### src/hw/rtl/lfd_pkg.sv
package lfd_pkg;

	localparam int HEADER_BYTES     = 12;
	localparam int HEADER_CRC_BYTES = 8;
	localparam int LEN_W            = 25;
	localparam int CFG_IDX_W        = 1;

	localparam logic [31:0] CRC_POLY = 32'h82F63B78;
	localparam logic [31:0] CRC_INIT = 32'hFFFFFFFF;

	localparam logic [LEN_W-1:0] MIN_LEN_RESET = LEN_W'(1);
	localparam logic [LEN_W-1:0] MAX_LEN_RESET = LEN_W'(1048576);

	// Register indexes on the configuration port.
	localparam logic [CFG_IDX_W-1:0] REG_MIN_LEN = 1'b0;
	localparam logic [CFG_IDX_W-1:0] REG_MAX_LEN = 1'b1;

	typedef enum logic [1:0] {
		PH_HEADER  = 2'd0,
		PH_PAYLOAD = 2'd1,
		PH_DISCARD = 2'd2
	} phase_t;

	typedef enum logic [1:0] {
		ST_OK         = 2'd0,
		ST_CORRUPT    = 2'd1,
		ST_INCOMPLETE = 2'd2,
		ST_BUSY       = 2'd3
	} status_t;

	// One result beat as it sits in the output register.
	typedef struct packed {
		status_t     status;
		logic        frame_done;
		logic        out_byte_valid;
		logic [7:0]  out_byte;
	} result_t;

endpackage

### src/hw/rtl/lfd_crc_byte.sv
// Reflected CRC-32C update by one byte, no final inversion.
module lfd_crc_byte (
	input  logic [31:0] crc_in,
	input  logic [7:0]  data,
	output logic [31:0] crc_out
);

	always_comb begin
		logic [31:0] c;
		c = crc_in ^ {24'd0, data};
		for (int k = 0; k < 8; k++) begin
			if (c[0]) begin
				c = (c >> 1) ^ lfd_pkg::CRC_POLY;
			end else begin
				c = c >> 1;
			end
		end
		crc_out = c;
	end

endmodule

### src/hw/rtl/log_frame_deframer_crc32c.sv
// Path: an accepted input beat is held in the input register while it is parsed, and its result
// beat is then presented on the master side from the result register (one input register, one
// result register); while the master side stalls, both registers hold.
// Throughput: one input beat per cycle, sustained, as long as the master side takes its beats;
// the byte-wide CRC-32C update and the header checks each fit in the single parse stage.
// Reset: arst_n clears the control and frame state at once, not the data registers; the parser
// starts in the header phase with the length limits at their defaults (minimum 1, maximum 1048576).
module log_frame_deframer_crc32c (
	input  logic        clk,
	input  logic        arst_n,

	input  logic        s_tvalid,
	output logic        s_tready,
	input  logic [7:0]  s_tdata,   // [7:0] in_byte
	input  logic        s_tlast,   // end_of_input

	output logic        m_tvalid,
	input  logic        m_tready,
	output logic [7:0]  m_tdata,   // [7:0] out_byte
	output logic        m_tlast,   // frame_done
	output logic [2:0]  m_tuser,   // [0] out_byte_valid, [2:1] status

	input  logic                             cfg_valid,
	output logic                             cfg_ready,
	input  logic [lfd_pkg::CFG_IDX_W-1:0]    cfg_index,
	input  logic [lfd_pkg::LEN_W-1:0]        cfg_data
);

	localparam int LW = lfd_pkg::LEN_W;

	// Configuration registers. The user must write them only while the block is idle; the block
	// itself does not enforce this, and writes are always taken.
	logic [LW-1:0] min_len_q, max_len_q;

	assign cfg_ready = 1'b1;

	always_ff @(posedge clk or negedge arst_n) begin
		if (!arst_n) begin
			min_len_q <= lfd_pkg::MIN_LEN_RESET;
			max_len_q <= lfd_pkg::MAX_LEN_RESET;
		end else if (cfg_valid) begin
			unique case (cfg_index)
				lfd_pkg::REG_MIN_LEN: min_len_q <= cfg_data;
				lfd_pkg::REG_MAX_LEN: max_len_q <= cfg_data;
				default: ;
			endcase
		end
	end

	// Input register. It takes a new beat whenever it is empty or the parse stage can hand its result on.
	logic       valid_s1;
	logic [7:0] byte_s1;
	logic       eoi_s1;
	logic       advance;
	logic       out_valid_q;

	assign advance  = valid_s1 && (!out_valid_q || m_tready);
	assign s_tready = !valid_s1 || advance;

	always_ff @(posedge clk or negedge arst_n) begin
		if (!arst_n) begin
			valid_s1 <= 1'b0;
		end else if (s_tready) begin
			valid_s1 <= s_tvalid;
		end
	end

	always_ff @(posedge clk) begin
		if (s_tready && s_tvalid) begin
			byte_s1 <= s_tdata;
			eoi_s1  <= s_tlast;
		end
	end

	// Frame state.
	lfd_pkg::phase_t phase_q, phase_nxt;
	logic [LW-1:0]   count_q, count_nxt;
	logic [31:0]     length_q, length_nxt;
	logic [31:0]     pcrc_q, pcrc_nxt;     // expected payload CRC from the header
	logic [31:0]     hcrc_q, hcrc_nxt;     // expected header CRC from the header
	logic [31:0]     hres_q, hres_nxt;     // CRC computed over the first eight header bytes
	logic [31:0]     crc_q, crc_nxt;       // running CRC register

	logic [31:0] crc_upd;

	lfd_crc_byte u_crc (
		.crc_in  (crc_q),
		.data    (byte_s1),
		.crc_out (crc_upd)
	);

	// Decode of the current byte against the state.
	logic [3:0]  hdr_idx;
	logic [31:0] ins;
	logic [31:0] len_upd, pcrc_upd, hcrc_upd;
	logic [4:0]  hdr_cnt_nxt;
	logic        hdr_done, hdr_bad, len_zero;
	logic [LW-1:0] pay_cnt_nxt;
	logic        pay_last, pay_ok;

	always_comb begin
		hdr_idx     = count_q[3:0];
		ins         = {24'd0, byte_s1} << {hdr_idx[1:0], 3'b000};
		len_upd     = length_q;
		pcrc_upd    = pcrc_q;
		hcrc_upd    = hcrc_q;
		unique case (hdr_idx[3:2])
			2'd0:    len_upd  = length_q | ins;
			2'd1:    pcrc_upd = pcrc_q | ins;
			default: hcrc_upd = hcrc_q | ins;
		endcase
		hdr_cnt_nxt = {1'b0, hdr_idx} + 5'd1;
		hdr_done    = hdr_cnt_nxt >= 5'(lfd_pkg::HEADER_BYTES);
		hdr_bad     = (hcrc_upd != hres_q) || (len_upd < {7'd0, min_len_q})
		              || (len_upd > {7'd0, max_len_q});
		len_zero    = len_upd == 32'd0;
		pay_cnt_nxt = count_q + LW'(1);
		pay_last    = {7'd0, pay_cnt_nxt} >= length_q;
		pay_ok      = ~crc_upd == pcrc_q;
	end

	// Next state.
	always_comb begin
		logic restart;
		restart    = 1'b0;
		phase_nxt  = phase_q;
		count_nxt  = count_q;
		length_nxt = length_q;
		pcrc_nxt   = pcrc_q;
		hcrc_nxt   = hcrc_q;
		hres_nxt   = hres_q;
		crc_nxt    = crc_q;
		unique case (phase_q)
			lfd_pkg::PH_DISCARD: begin
				restart = eoi_s1;
			end
			lfd_pkg::PH_PAYLOAD: begin
				crc_nxt   = crc_upd;
				count_nxt = pay_cnt_nxt;
				restart   = pay_last || eoi_s1;
			end
			default: begin
				// Header phase; the unused phase code behaves the same way.
				length_nxt = len_upd;
				pcrc_nxt   = pcrc_upd;
				hcrc_nxt   = hcrc_upd;
				count_nxt  = LW'(hdr_cnt_nxt);
				if (hdr_idx < 4'(lfd_pkg::HEADER_CRC_BYTES)) begin
					crc_nxt = crc_upd;
					if (hdr_idx == 4'(lfd_pkg::HEADER_CRC_BYTES - 1)) begin
						hres_nxt = ~crc_upd;
						crc_nxt  = lfd_pkg::CRC_INIT;
					end
				end
				priority if (!hdr_done) begin
					restart = eoi_s1;
				end else if (hdr_bad) begin
					restart   = eoi_s1;
					phase_nxt = lfd_pkg::PH_DISCARD;
				end else if (len_zero || eoi_s1) begin
					restart = 1'b1;
				end else begin
					phase_nxt = lfd_pkg::PH_PAYLOAD;
					count_nxt = '0;
					crc_nxt   = lfd_pkg::CRC_INIT;
				end
			end
		endcase
		if (restart) begin
			phase_nxt  = lfd_pkg::PH_HEADER;
			count_nxt  = '0;
			length_nxt = '0;
			pcrc_nxt   = '0;
			hcrc_nxt   = '0;
			hres_nxt   = '0;
			crc_nxt    = lfd_pkg::CRC_INIT;
		end
	end

	// Result of the current byte.
	logic              emit;
	lfd_pkg::result_t  res;

	always_comb begin
		emit               = 1'b0;
		res.out_byte       = 8'd0;
		res.out_byte_valid = 1'b0;
		res.frame_done     = 1'b0;
		res.status         = lfd_pkg::ST_BUSY;
		unique case (phase_q)
			lfd_pkg::PH_DISCARD: begin
				emit = 1'b0;
			end
			lfd_pkg::PH_PAYLOAD: begin
				emit               = 1'b1;
				res.out_byte       = byte_s1;
				res.out_byte_valid = 1'b1;
				priority if (pay_last) begin
					res.frame_done = 1'b1;
					res.status     = pay_ok ? lfd_pkg::ST_OK : lfd_pkg::ST_CORRUPT;
				end else if (eoi_s1) begin
					res.frame_done = 1'b1;
					res.status     = lfd_pkg::ST_INCOMPLETE;
				end else begin
					res.frame_done = 1'b0;
				end
			end
			default: begin
				res.frame_done = 1'b1;
				priority if (!hdr_done) begin
					emit       = eoi_s1;
					res.status = lfd_pkg::ST_INCOMPLETE;
				end else if (hdr_bad) begin
					emit       = 1'b1;
					res.status = lfd_pkg::ST_CORRUPT;
				end else if (len_zero) begin
					// An empty payload has CRC-32C zero.
					emit       = 1'b1;
					res.status = (pcrc_upd == 32'd0) ? lfd_pkg::ST_OK : lfd_pkg::ST_CORRUPT;
				end else begin
					emit       = eoi_s1;
					res.status = lfd_pkg::ST_INCOMPLETE;
				end
			end
		endcase
	end

	always_ff @(posedge clk or negedge arst_n) begin
		if (!arst_n) begin
			phase_q  <= lfd_pkg::PH_HEADER;
			count_q  <= '0;
			length_q <= '0;
			pcrc_q   <= '0;
			hcrc_q   <= '0;
			hres_q   <= '0;
			crc_q    <= lfd_pkg::CRC_INIT;
		end else if (advance) begin
			phase_q  <= phase_nxt;
			count_q  <= count_nxt;
			length_q <= length_nxt;
			pcrc_q   <= pcrc_nxt;
			hcrc_q   <= hcrc_nxt;
			hres_q   <= hres_nxt;
			crc_q    <= crc_nxt;
		end
	end

	// Output register.
	lfd_pkg::result_t out_q;

	always_ff @(posedge clk or negedge arst_n) begin
		if (!arst_n) begin
			out_valid_q <= 1'b0;
		end else if (advance) begin
			out_valid_q <= emit;
		end else if (m_tready) begin
			out_valid_q <= 1'b0;
		end
	end

	always_ff @(posedge clk) begin
		if (advance && emit) begin
			out_q <= res;
		end
	end

	assign m_tvalid = out_valid_q;
	assign m_tdata  = out_q.out_byte;
	assign m_tlast  = out_q.frame_done;
	assign m_tuser  = {out_q.status, out_q.out_byte_valid};

`ifndef NO_ASSERTIONS
	// A beat that does not close a frame always reports the frame as in progress.
	a_open_busy: assert property (@(posedge clk) disable iff (!arst_n)
		m_tvalid && !m_tlast |-> m_tuser[2:1] == lfd_pkg::ST_BUSY)
		else $error("open frame beat with a final status");

	// Beats without a payload byte carry a zero byte.
	a_no_byte_zero: assert property (@(posedge clk) disable iff (!arst_n)
		m_tvalid && !m_tuser[0] |-> m_tdata == 8'd0)
		else $error("nonzero byte on a status-only beat");

	// In the payload phase the length is nonzero and the count has not reached it.
	a_payload_count: assert property (@(posedge clk) disable iff (!arst_n)
		phase_q == lfd_pkg::PH_PAYLOAD |-> length_q != 32'd0 && {7'd0, count_q} < length_q)
		else $error("payload count out of range");

	// A result produced by the parse stage shows up on the master side next cycle.
	a_emit_shown: assert property (@(posedge clk) disable iff (!arst_n)
		advance && emit |=> m_tvalid)
		else $error("result beat lost");
`endif

endmodule
### config.mk
export PLATFORM = sky130hd
export DESIGN_NAME = log_frame_deframer_crc32c
export DESIGN_NICKNAME = d
export VERILOG_FILES = /design/src/hw/rtl/lfd_pkg.sv /design/src/hw/rtl/lfd_crc_byte.sv /design/src/hw/rtl/log_frame_deframer_crc32c.sv
export SDC_FILE = /design/constraint.sdc
export NUM_CORES = 1
export LEC_CHECK = 0
export ABC_AREA = 1
export BUFFER_PORTS_ARGS = -buffer_cell sky130_fd_sc_hd__buf_2
export CAP_MARGIN = 20
export CELL_PAD_IN_SITES_DETAIL_PLACEMENT = 2
export CELL_PAD_IN_SITES_GLOBAL_PLACEMENT = 2
export CORE_ASPECT_RATIO = 1.25
export CORE_UTILIZATION = 37
export DETAILED_ROUTE_END_ITERATION = 7
export GPL_ROUTABILITY_DRIVEN = 0
export PLACE_DENSITY = 0.87
export SLEW_MARGIN = 10
export SYNTH_ARGS = -nofsm -noshare
export SYNTH_HDL_FRONTEND = slang
export SYNTH_HIERARCHICAL = 1
export SYNTH_SLANG_ARGS = --single-unit
### constraint.sdc
create_clock -name clk -period 6 [get_ports clk]
set_clock_uncertainty 0.15 [all_clocks]
set_input_delay 0.3 -clock clk [delete_from_list [all_inputs] [get_ports clk]]
set_output_delay 0.3 -clock clk [all_outputs]
set_load 0.03 [all_outputs]
# --- After elaboration in Yosys (flattened, before gate mapping) ---
# Cells that the tools add are included.
word_totals:
  input_bits: 40
  elab_cells: 132
  out_inout_bits: 15
  reg_bits: 260
op_classes:
  shifts: 1
  n_reduce_logical: 26
  n_bitwise: 14
  n_eq_ne: 9
  mux: 58
  add_sub_neg: 2
  magnitude_cmp: 5
ops:
  columns: ["op", "count"]
  rows:
  - ["two-way mux 32 bit", 27]
  - ["NOT 16 -> 17 bit", 8]
  - ["bitwise OR 32 bit", 3]
  - ["logical NOT 32 bit", 2]
  - ["one-hot mux 32 bit (2 select lines)", 1]
  - ["one-hot mux 25 bit (2 select lines)", 1]
  - ["equality test 32 bit", 1]
  - [">= comparator 25 x 32 -> 1 bit", 1]
  - ["greater-than comparator 32 x 25 -> 1 bit", 1]
  - ["less-than comparator 32 x 25 -> 1 bit", 1]
  - ["!= test 32 bit", 1]
  - ["NOT 32 bit", 1]
  - ["<< shifter 8 x 5 -> 32 bit", 1]
  - ["bitwise XOR 32 x 8 -> 32 bit", 1]
  - ["adder 25 x 1 -> 25 bit, second input constant", 1]
  - ["two-way mux 25 bit", 1]
  - ["two-way mux 2 bit", 8]
  - ["two-way mux 5 bit", 3]
  - ["two-way mux 1 bit", 12]
  - ["two-way mux 9 bit", 1]
  - ["AND reduction 2 bit", 4]
  - ["AND reduction 4 bit", 2]
  - ["nonzero test 2 bit", 4]
  - ["logical OR 1 bit", 6]
  - ["other kinds (17)", 23]

# --- Depth between registers and ports, before layout ---
# Gate-level depths: netlist (run 1).
logic_depth:
  word_depth: 24
  mapped_depth: 33
  ltp_nobuf: 31

# --- Hierarchy ---
# The synthesis (run 1) kept the hierarchy.
by_module_without_submodules:
  columns: ["module", "seq_area_each_um2", "n_inst", "cells_per_inst", "area_each_um2"]
  rows:
  - ["log_frame_deframer_crc32c", 6653.9, 1, 2120, 15645.0]
  - ["lfd_crc_byte", 0.0, 1, 225, 1452.6]

# --- Least setup slack after synthesis (run 1) ---
# OpenSTA, ideal clock, no wires.
synth_timing:
  kind: "register to register"
  startpoint: "register count_q[0]"
  endpoint: "register length_q[21]"
  arrival_ps: 4103
  period_less_slack_ps: 4386
  slack_ps: 1614
  stages_incl_launch_ff: 32
  path_buffers: 2
  setup_ps: 134
  required_ps: 5716
  path_cell_list: "dfrtp_1 -> ha_1 -> nand2_1 -> nor2_1 -> inv_1 -> nor2_1 -> nand3_1 -> inv_1 -> nand3_1 -> nor2_1 -> nand4_1 -> nor2_1 -> nand3_1 -> nor2_1 -> nand3_1 -> nand2_1 -> inv_1 -> ha_1 -> nand2_1 -> nor2_1 -> a211oi_1 -> o21ai_0 -> a21oi_1 -> nand3_1 -> o21ai_0 -> nand2_1 -> nand2_1 -> clkinv_1 -> nand2_1 -> buf_2 -> buf_2 -> o22ai_1"
synth_via:
  elab_chain_cells: 11
  elab_cells_between_ends: 25
  classes_between: "2 x add/sub; 4 x order compare; 2 x eq/ne; 1 x shift; 8 x mux; 2 x bitwise; 6 x reduce/logical"
synth_rtl:
  columns: ["element", "line", "source"]
  rows:
  - ["from (decl)", "log_frame_deframer_crc32c.sv:77", "logic [LW-1:0] count_q, count_nxt;"]
  - ["from (signal assigned)", "log_frame_deframer_crc32c.sv:239", "count_q <= count_nxt;"]
  - ["<< shifter 8 x 5 -> 32 bit", "log_frame_deframer_crc32c.sv:103", "ins = {24'd0, byte_s1} << {hdr_idx[1:0], 3'b000};"]
  - ["bitwise OR 32 bit, on equally long branches", "log_frame_deframer_crc32c.sv:108, log_frame_deframer_crc32c.sv:110", null]
  - ["two-way mux 32 bit", "log_frame_deframer_crc32c.sv:107", "unique case (hdr_idx[3:2])"]
  - ["less-than comparator 32 x 25 -> 1 bit (tied with other cells)", "log_frame_deframer_crc32c.sv:114", "hdr_bad = (hcrc_upd != hres_q) || (len_upd < {7'd0, min_len_q})"]
  - ["logical OR 1 bit, on equally long branches", "log_frame_deframer_crc32c.sv:114, log_frame_deframer_crc32c.sv:160", null]
  - ["logical OR 1 bit / two-way mux 1 bit (equally long branches)", "log_frame_deframer_crc32c.sv:115, log_frame_deframer_crc32c.sv:160", null]
  - ["two-way mux 1 bit", "log_frame_deframer_crc32c.sv:157", "end else if (hdr_bad) begin"]
  - ["two-way mux 1 bit", "log_frame_deframer_crc32c.sv:155", "priority if (!hdr_done) begin"]
  - ["one-hot mux 1 bit (2 select lines)", "log_frame_deframer_crc32c.sv:133", "unique case (phase_q)"]
  - ["!= test 2 x 1 -> 1 bit (no line)", null, null]
  - ["AND reduction 2 bit (no line)", null, null]
  - ["to (signal assigned)", "log_frame_deframer_crc32c.sv:240", "length_q <= length_nxt;"]
  - ["to (decl)", "log_frame_deframer_crc32c.sv:78", "logic [31:0] length_q, length_nxt;"]
# Several ways; a longest one is shown, not always the timed one. The select of a mux whose other input is x is not followed.
# A chain may end at the register's enable or synchronous reset.

# --- Worst setup path in the final report (run 1) ---
layout_timing:
  startpoint: "register count_q[1]"
  endpoint: "register crc_q[2]"
layout_via:
  elab_chain_cells: 11
  elab_cells_between_ends: 32
  classes_between: "2 x add/sub; 5 x order compare; 3 x eq/ne; 1 x shift; 13 x mux; 2 x bitwise; 6 x reduce/logical"
layout_rtl:
  columns: ["element", "line", "source"]
  rows:
  - ["<< shifter 8 x 5 -> 32 bit", "log_frame_deframer_crc32c.sv:103", null]
  - ["bitwise OR 32 bit, on equally long branches", "log_frame_deframer_crc32c.sv:108, log_frame_deframer_crc32c.sv:110", null]
  - ["two-way mux 32 bit", "log_frame_deframer_crc32c.sv:107", null]
  - ["less-than comparator 32 x 25 -> 1 bit (tied with other cells)", "log_frame_deframer_crc32c.sv:114", null]
  - ["logical OR 1 bit, on equally long branches", "log_frame_deframer_crc32c.sv:114, log_frame_deframer_crc32c.sv:160", null]
  - ["logical OR 1 bit / two-way mux 1 bit (equally long branches)", "log_frame_deframer_crc32c.sv:115, log_frame_deframer_crc32c.sv:160", null]
  - ["two-way mux 1 bit", "log_frame_deframer_crc32c.sv:157", null]
  - ["two-way mux 1 bit", "log_frame_deframer_crc32c.sv:155", null]
  - ["one-hot mux 1 bit (2 select lines)", "log_frame_deframer_crc32c.sv:133", null]
  - ["!= test 2 bit (no line)", null, null]
  - ["AND reduction 2 bit (no line)", null, null]
  - ["to (signal assigned)", "log_frame_deframer_crc32c.sv:236", "crc_q <= lfd_pkg::CRC_INIT;"]
  - ["to (signal assigned)", "log_frame_deframer_crc32c.sv:244", "crc_q <= crc_nxt;"]
  - ["to (decl)", "log_frame_deframer_crc32c.sv:82", "logic [31:0] crc_q, crc_nxt;"]
# Several ways; a longest one is shown, not always the timed one.

==> reports/results.tsv, run 1 <==
metric	value	unit
layout_common_cells	nand2_1, inv_1, o21ai_0, dfrtp_1, nand3_1	
internal_power	5.977	mW
final_core_util	0.4291	
synth_top_family_by_area	simple AND/OR/NAND/NOR gates	
cts_tree	yes	
yosysTopAreaCell	dfrtp_1	
slew_viol_final	0	
synth_enable_flop_cells	21	
io_buffers	53	
drv_cap	0	
critical_path_class	flip-flop to flip-flop	
ir_drop	295.8	µV
final_common_cell	nand2_1	
clockPowerShare	0.145	
cts_made_buffers	31	
drt-vias-per-instance	6.165	
postSynth.asyncResetShare	0.9192	
fin_crit_sh	0.9923	
synth_top_area_frac	0.3000	
grt_max_degree	138	
pwr-share-comb	0.672	
stdcell_count	3011	
die_area	0.04708	mm²
detailed_place_hpwl	50.10	mm
rows	87	
global_route.overflow_total	0	
fin_nets	2523	
grt_pass1_wl	131.4	mm
slowest_delay	0.45	ns
clk_latency	0.63	ns
worst_setup_path_start_kind	flip-flop	
slew_headroom	0.3315	
synthAdderAreaFrac	0.05708	
drc	0	
netlist_area	0.01710	mm²
synth.net_count	2463	
clk_pin_slew	0.08	ns
period_minus_slack	5.954	ns
power.density	741.4	mW/mm²
ys_seq_area_frac	0.3892	
switching_share	0.5861	
synthSimpleGateAreaFrac	0.2535	
die_w	194.3	µm
worstPathArrival	6.37	ns
synth-xor-area-share	0.05562	
outcome	finished, final reports clean	
coreArea	0.04539	mm²
synthCells	2345	
path_common_cell	nand2_1	
synth.area.top_cells	dfrtp_1, nand2_1, inv_1, o21ai_0, ha_1	
io_pins	55	
area_delta_synth_final	13.93	%
worstPathRequired	6.41	ns
synth_cell_types	46	
drive_gt1_frac	0.1016	
postSynthAreaPerCell	7.291	µm²
dieHeight	242.3	µm
antenna_found_initial	11	
cts_sinks	260	
synth_compound_area_frac	0.1303	
leakagePower	9.940	nW
fillers	5085	
hold_path.class	input port to async pin	
crit_fanout	38	
synth_flop_cell	dfrtp_1	
vias	18564	
htreeDepth	1	
critPathCaptureType	flip-flop	
dp_slack	0.2131	ns
worst_pin_slew	0.9973	ns
holdWs	0.1920	ns
crit_path_top_delay_cell	a21oi_4	
dp_cells	2904	
ys_seq_elements	260	
fin_ws	0.04626	ns
synth_warnings	6	
seq_power_share	0.183	
drt-initial-drc-count	1554	
wl_per_cell	30.54	µm
dr.pass1.iters	5	
cts_root_buf	clkbuf_16	
start_util	0.3767	
cts_buffer_depth	3	
grt_pass1_vias	20748	
finalSetupViolCount	0	
timing.fmax	168.0	MHz
muxShareOfSynthArea	0	
wl	91.96	mm
grt_usage	0.3703	
switching_power	8.464	mW
antenna_left	0	
finalHoldViolCount	0	
## cells by family (layout without fill, tap and decap cells)
logic type | Yosys count | after routing
flops | 260 | 260
buf+inv | 481 | 565
compound gates | 421 | 422
fa+ha+maj | 78 | 78
simple gates | 1004 | 1004
xor+xnor | 100 | 100
other cells | 1 | 4
## worst paths after layout
path	start	end	slack (ns)	depth (start not counted)
setup reg to reg	count_q[1]$_DFFE_PN0P_	crc_q[2]$_DFFE_PN1P_	0.05	28
hold reg to reg	max_len_q[11]$_DFFE_PN0P_	max_len_q[11]$_DFFE_PN0P_	0.34	2
setup / recovery	count_q[1]$_DFFE_PN0P_	crc_q[2]$_DFFE_PN1P_	0.05	28
min in group clk	cfg_index	max_len_q[10]$_DFFE_PN0P_	0.21	5
hold / removal	arst_n	hcrc_q[10]$_DFFE_PN0P_	0.19	2
max in group asynchronous	arst_n	count_q[17]$_DFFE_PN0P_	4.18	3
## power by group through the flow
stage | Clock [mW] | Combinational (mW) | Sequential [mW]
floorplan | 0 | 5.37 | 2.51
global placement | 0 | 7.65 | 2.55
detailed placement | 0 | 8.26 | 2.57
CTS | 2.05 | 8.75 | 2.59
global route | 2.15 | 10.2 | 2.66
finish | 2.10 | 9.71 | 2.64
## critical path, delay by kind of cell (launching register included)
family / cells / cell delay [ns]
buf+inv: 5 / 0.79
fa+ha+maj: 2 / 0.61
flops: 1 / 0.43
compound gates: 2 / 0.54
simple gates: 19 / 3.34
## sequential cells by signal (all words and copies together) (netlist names)
register / cells
m_tlast: 1
valid_s1: 1
m_tuser: 3
hres_q: 32
crc_q: 32
count_q: 25
phase_q: 2
min_len_q: 25
byte_s1: 8
m_tdata: 8
hcrc_q: 32
eoi_s1: 1
max_len_q: 25
pcrc_q: 32
length_q: 32
m_tvalid: 1
## synthesized netlist by cell type, types with 4 or more instances
master	number
nand2_4	14
nor3_1	16
inv_1	371
dfrtp_1	205
dfstp_2	34
xor2_1	63
nand2_2	20
or2_2	4
a21oi_1	110
buf_6	8
buf_4	11
nand4_1	39
nand3_1	167
nand3b_1	7
o21ai_0	207
o211ai_1	7
nor2_1	98
ha_1	78
xor2_2	5
buf_1	8
nor4_1	6
clkbuf_1	40
xnor2_2	5
xnor2_1	27
inv_2	10
o22ai_1	48
buf_2	29
nand2_1	625
edfxtp_1	21
o21ai_1	35
## what timing repair did
item	4_1_cts	5_1_grt
setup buffers	0	4
setup endpoints to repair	95	187
resized for setup	3	30
gates cloned	0	3
hold buffers	38	0
hold endpoints to repair	161	0
pin swaps	0	5
## routing by layer
metal  vias to the layer above  wire length [µm]  track usage
met5                         -                70            0
met4                        12              9015       0.3039
met3                       536              7559      0.08729
met2                      1117             44510       0.6473
met1                      9279             30810       0.3757
li1                       7620                 -            -
## area by class of cell
type	count	area (µm²)	area share
multi-input cells	1605	8578	0.4404
flip-flops and latches	260	6654	0.3416
inverters	385	1458	0.07483
repair buffers	122	1028	0.05280
clock buffers	43	850.8	0.04368
well taps	578	723.2	0.03713
clock inverters	15	178.9	0.009186
diodes	3	7.507	0.0003854
## metrics by stage
step                TNS [ns]  power (mW)  instance area [µm²]
global placement           0       10.20                17830
finish                     0       14.44                19480
floorplan                  0       7.873                17100
detailed placement         0       10.83                17830
global route          -2.375       14.96                19470
CTS                 -0.01461       13.38                19240
Power figures use the tool's default switching activity.
==> run 2, diff against run 1 <==
--- a/config.mk
+++ b/config.mk
@@ -11,6 +11,7 @@
 export CELL_PAD_IN_SITES_DETAIL_PLACEMENT = 2
 export CELL_PAD_IN_SITES_GLOBAL_PLACEMENT = 2
 export CORE_ASPECT_RATIO = 1.25
+export CORE_MARGIN = 5
 export CORE_UTILIZATION = 37
 export DETAILED_ROUTE_END_ITERATION = 7
 export GPL_ROUTABILITY_DRIVEN = 0
==> run 2 against run 1 <==
  * The flow now finishes with violations (negative setup slack)
  * Maximum frequency fell by 4.2%
  * Register-to-register slack got worse by 0.26 ns
  * Worst setup slack got worse by 0.26 ns
  * Clock power barely moved
  * Combinational power fell by 0.6%
  * Cell count rose by 0.37%
  * Sequential share of layout area fell by 0.064 points
  * Power fell by 0.51%
  * Critical path depth rose by 2
  * Critical endpoint is now pcrc_q[25]$_DFFE_PN0P_
  * Largest cell class unchanged
==> reports/results.tsv, run 2 (synthesized netlist as in run 1, its figures left out) <==
metric	value	unit	change
outcome	finished with violations		
violations	negative setup slack		
antenna_found_initial	4		-7
finalSetupViolCount	25		+25
drc	0		unchanged
start_util	0.3724		-0.004280
slew_viol_final	0		unchanged
cts_made_buffers	31		unchanged
worst_pin_slew	1.383	ns	+0.3859 ns
clk_latency	0.63	ns	about the same
grt_max_degree	105		-24%
wl	91.00	mm	-1.1%
stdcell_count	3022		+0.37%
io_buffers	53		unchanged
fin_nets	2529		+0.24%
global_route.overflow_total	0		unchanged
worst_setup_path_start_kind	flip-flop		
cts_sinks	260		unchanged
holdWs	0.1379	ns	-0.05416 ns
fillers	5220		+2.7%
htreeDepth	1		unchanged
hold_path.class	input port to async pin		
worstPathRequired	6.28	ns	-0.13 ns
drive_gt1_frac	0.1060		+0.004309
multi_input_comb_area	0.008557	mm²	-0.25%
leakagePower	9.968	nW	+0.29%
drt-vias-per-instance	6.060		-1.7%
clockPowerShare	0.146		about the same
finalInstanceArea	0.01952	mm²	+0.19%
cts_root_buf	clkbuf_16		
p_total	14.37	mW	-0.51%
io_pins	55		unchanged
switching_power	8.372	mW	-1.1%
regArea	0.006654	mm²	unchanged
rows	88		+1.1%
final_common_cell	nand2_1		
die_area	0.05064	mm²	+7.6%
seq_power_share	0.182		about the same
grt_pass1_vias	20768		+0.096%
cts_tree	yes		
finalHoldViolCount	0		unchanged
vias	18313		-1.4%
fin_ws	-0.2171	ns	-0.2633 ns
final_core_util	0.4250		-0.004086
slowest_delay	0.48	ns	+0.03 ns
power.density	736.2	mW/mm²	-0.70%
cts_buffer_depth	3		unchanged
antenna_left	0		unchanged
area_delta_synth_final	14.14	%	
ir_drop	327.4	µV	+11%
switching_share	0.5828		-0.003343
grt_usage	0.3295		-0.04086
dr.pass1.iters	5		unchanged
detailed_place_hpwl	50.46	mm	+0.73%
clk_pin_slew	0.08	ns	about the same
fin_crit_sh	1.036		+0.04389
layout_common_cells	nand2_1, inv_1, o21ai_0		
slew_headroom	0.07073		-0.2608
internal_power	5.994	mW	+0.29%
die_w	202.3	µm	+4.1%
crit_fanout	21		-45%
dp_cells	2916		+0.41%
wl_per_cell	30.11	µm	-1.4%
crit_path_top_delay_cell	a21oi_1		
placed_cell_area	0.01785	mm²	+0.16%
drv_cap	0		unchanged
period_minus_slack	6.217	ns	+0.2633 ns
path_common_cell	nand2_1		
timing.fmax	160.8	MHz	-4.2%
worstPathArrival	6.50	ns	+0.13 ns
grt_pass1_wl	130.1	mm	-0.99%
critPathCaptureType	flip-flop		
pwr-share-comb	0.672		about the same
coreArea	0.04591	mm²	+1.1%
dieHeight	250.3	µm	+3.3%
drt-initial-drc-count	1680		+8.1%
critical_path_class	flip-flop to flip-flop		
run 2: changes by cell type in the layout (fill, tap and decap cells not counted), sizes merged:
cell / before / now
a21oi: 113 / 112
buf: 82 / 88
bufbuf: 0 / 1
bufinv: 4 / 3
clkbuf: 45 / 44
diode: 3 / 2
dlygate4sd3: 38 / 39
run 2: worst paths after layout:
kind / slack (ns) / endpoint / cells past startpoint / from
min in group clk: 0.21 / min_len_q[18]$_DFFE_PN0P_ / 5 / cfg_valid
hold reg to reg: 0.34 / crc_q[24]$_DFFE_PN1P_ / 2 / crc_q[24]$_DFFE_PN1P_
hold / removal: 0.14 / hcrc_q[12]$_DFFE_PN0P_ / 2 / arst_n
max in group asynchronous: 4.16 / max_len_q[21]$_DFFE_PN0P_ / 3 / arst_n
setup reg to reg: -0.22 / pcrc_q[25]$_DFFE_PN0P_ / 30 / count_q[0]$_DFFE_PN0P_
setup / recovery: -0.22 / pcrc_q[25]$_DFFE_PN0P_ / 30 / count_q[0]$_DFFE_PN0P_
run 2: power by group through the flow:
stage | registers (mW) | clock network [mW] | logic (mW)
2_1_floorplan | 2.51 | 0 | 5.37
3_3_place_gp | 2.54 | 0 | 7.62
3_5_place_dp | 2.58 | 0 | 8.21
4_1_cts | 2.57 | 2.04 | 8.67
5_1_grt | 2.63 | 2.18 | 10.1
6_report | 2.61 | 2.10 | 9.65
run 2: per-layer routing:
layer / share of wire / routed length, µm / vias up / track usage
li1: - / - / 7622 / -
met1: 0.35 / 31410 / 9224 / 0.3500
met2: 0.49 / 44650 / 978 / 0.5875
met3: 0.068 / 6166 / 487 / 0.05568
met4: 0.096 / 8751 / 2 / 0.2373
met5: 0.000099 / 9 / - / 0
run 2: stage by stage:
stage	worst slack, ns	TNS [ns]
global route	-0.3309	-21.61
finish	-0.2171	-0.8596
global placement	0.7302	0
CTS	0.07089	0
detailed placement	0.1295	0
floorplan	1.614	0
run 2: final cells by class:
cell class                      count  share of cell area
Multi-Input combinational cell   1604              0.4385
Clock inverter                     14            0.007822
Timing Repair Buffer              129             0.05488
Clock buffer                       43             0.04565
Antenna cell                        2           0.0002565
Tap cell                          585             0.03751
Inverter                          385             0.07444
Sequential cell                   260              0.3410
run 2: worst max-delay path, delay by kind of cell, from the launching register on:
kind / cells / cell delay [ns]
and+or+nand+nor: 18 / 2.90
AOI/OAI and AO/OA: 5 / 1.18
buffers and inverters: 5 / 0.83
adders and majority gates: 2 / 0.52
DFF: 1 / 0.39
run 2: what timing repair did:
item,CTS,global route
endpoints found under the setup margin,12,187
gates cloned,1,1
endpoints found under the hold margin,137,0
resized for setup,2,24
hold buffers,39,0
pin swaps,0,4
buffers inserted,0,5
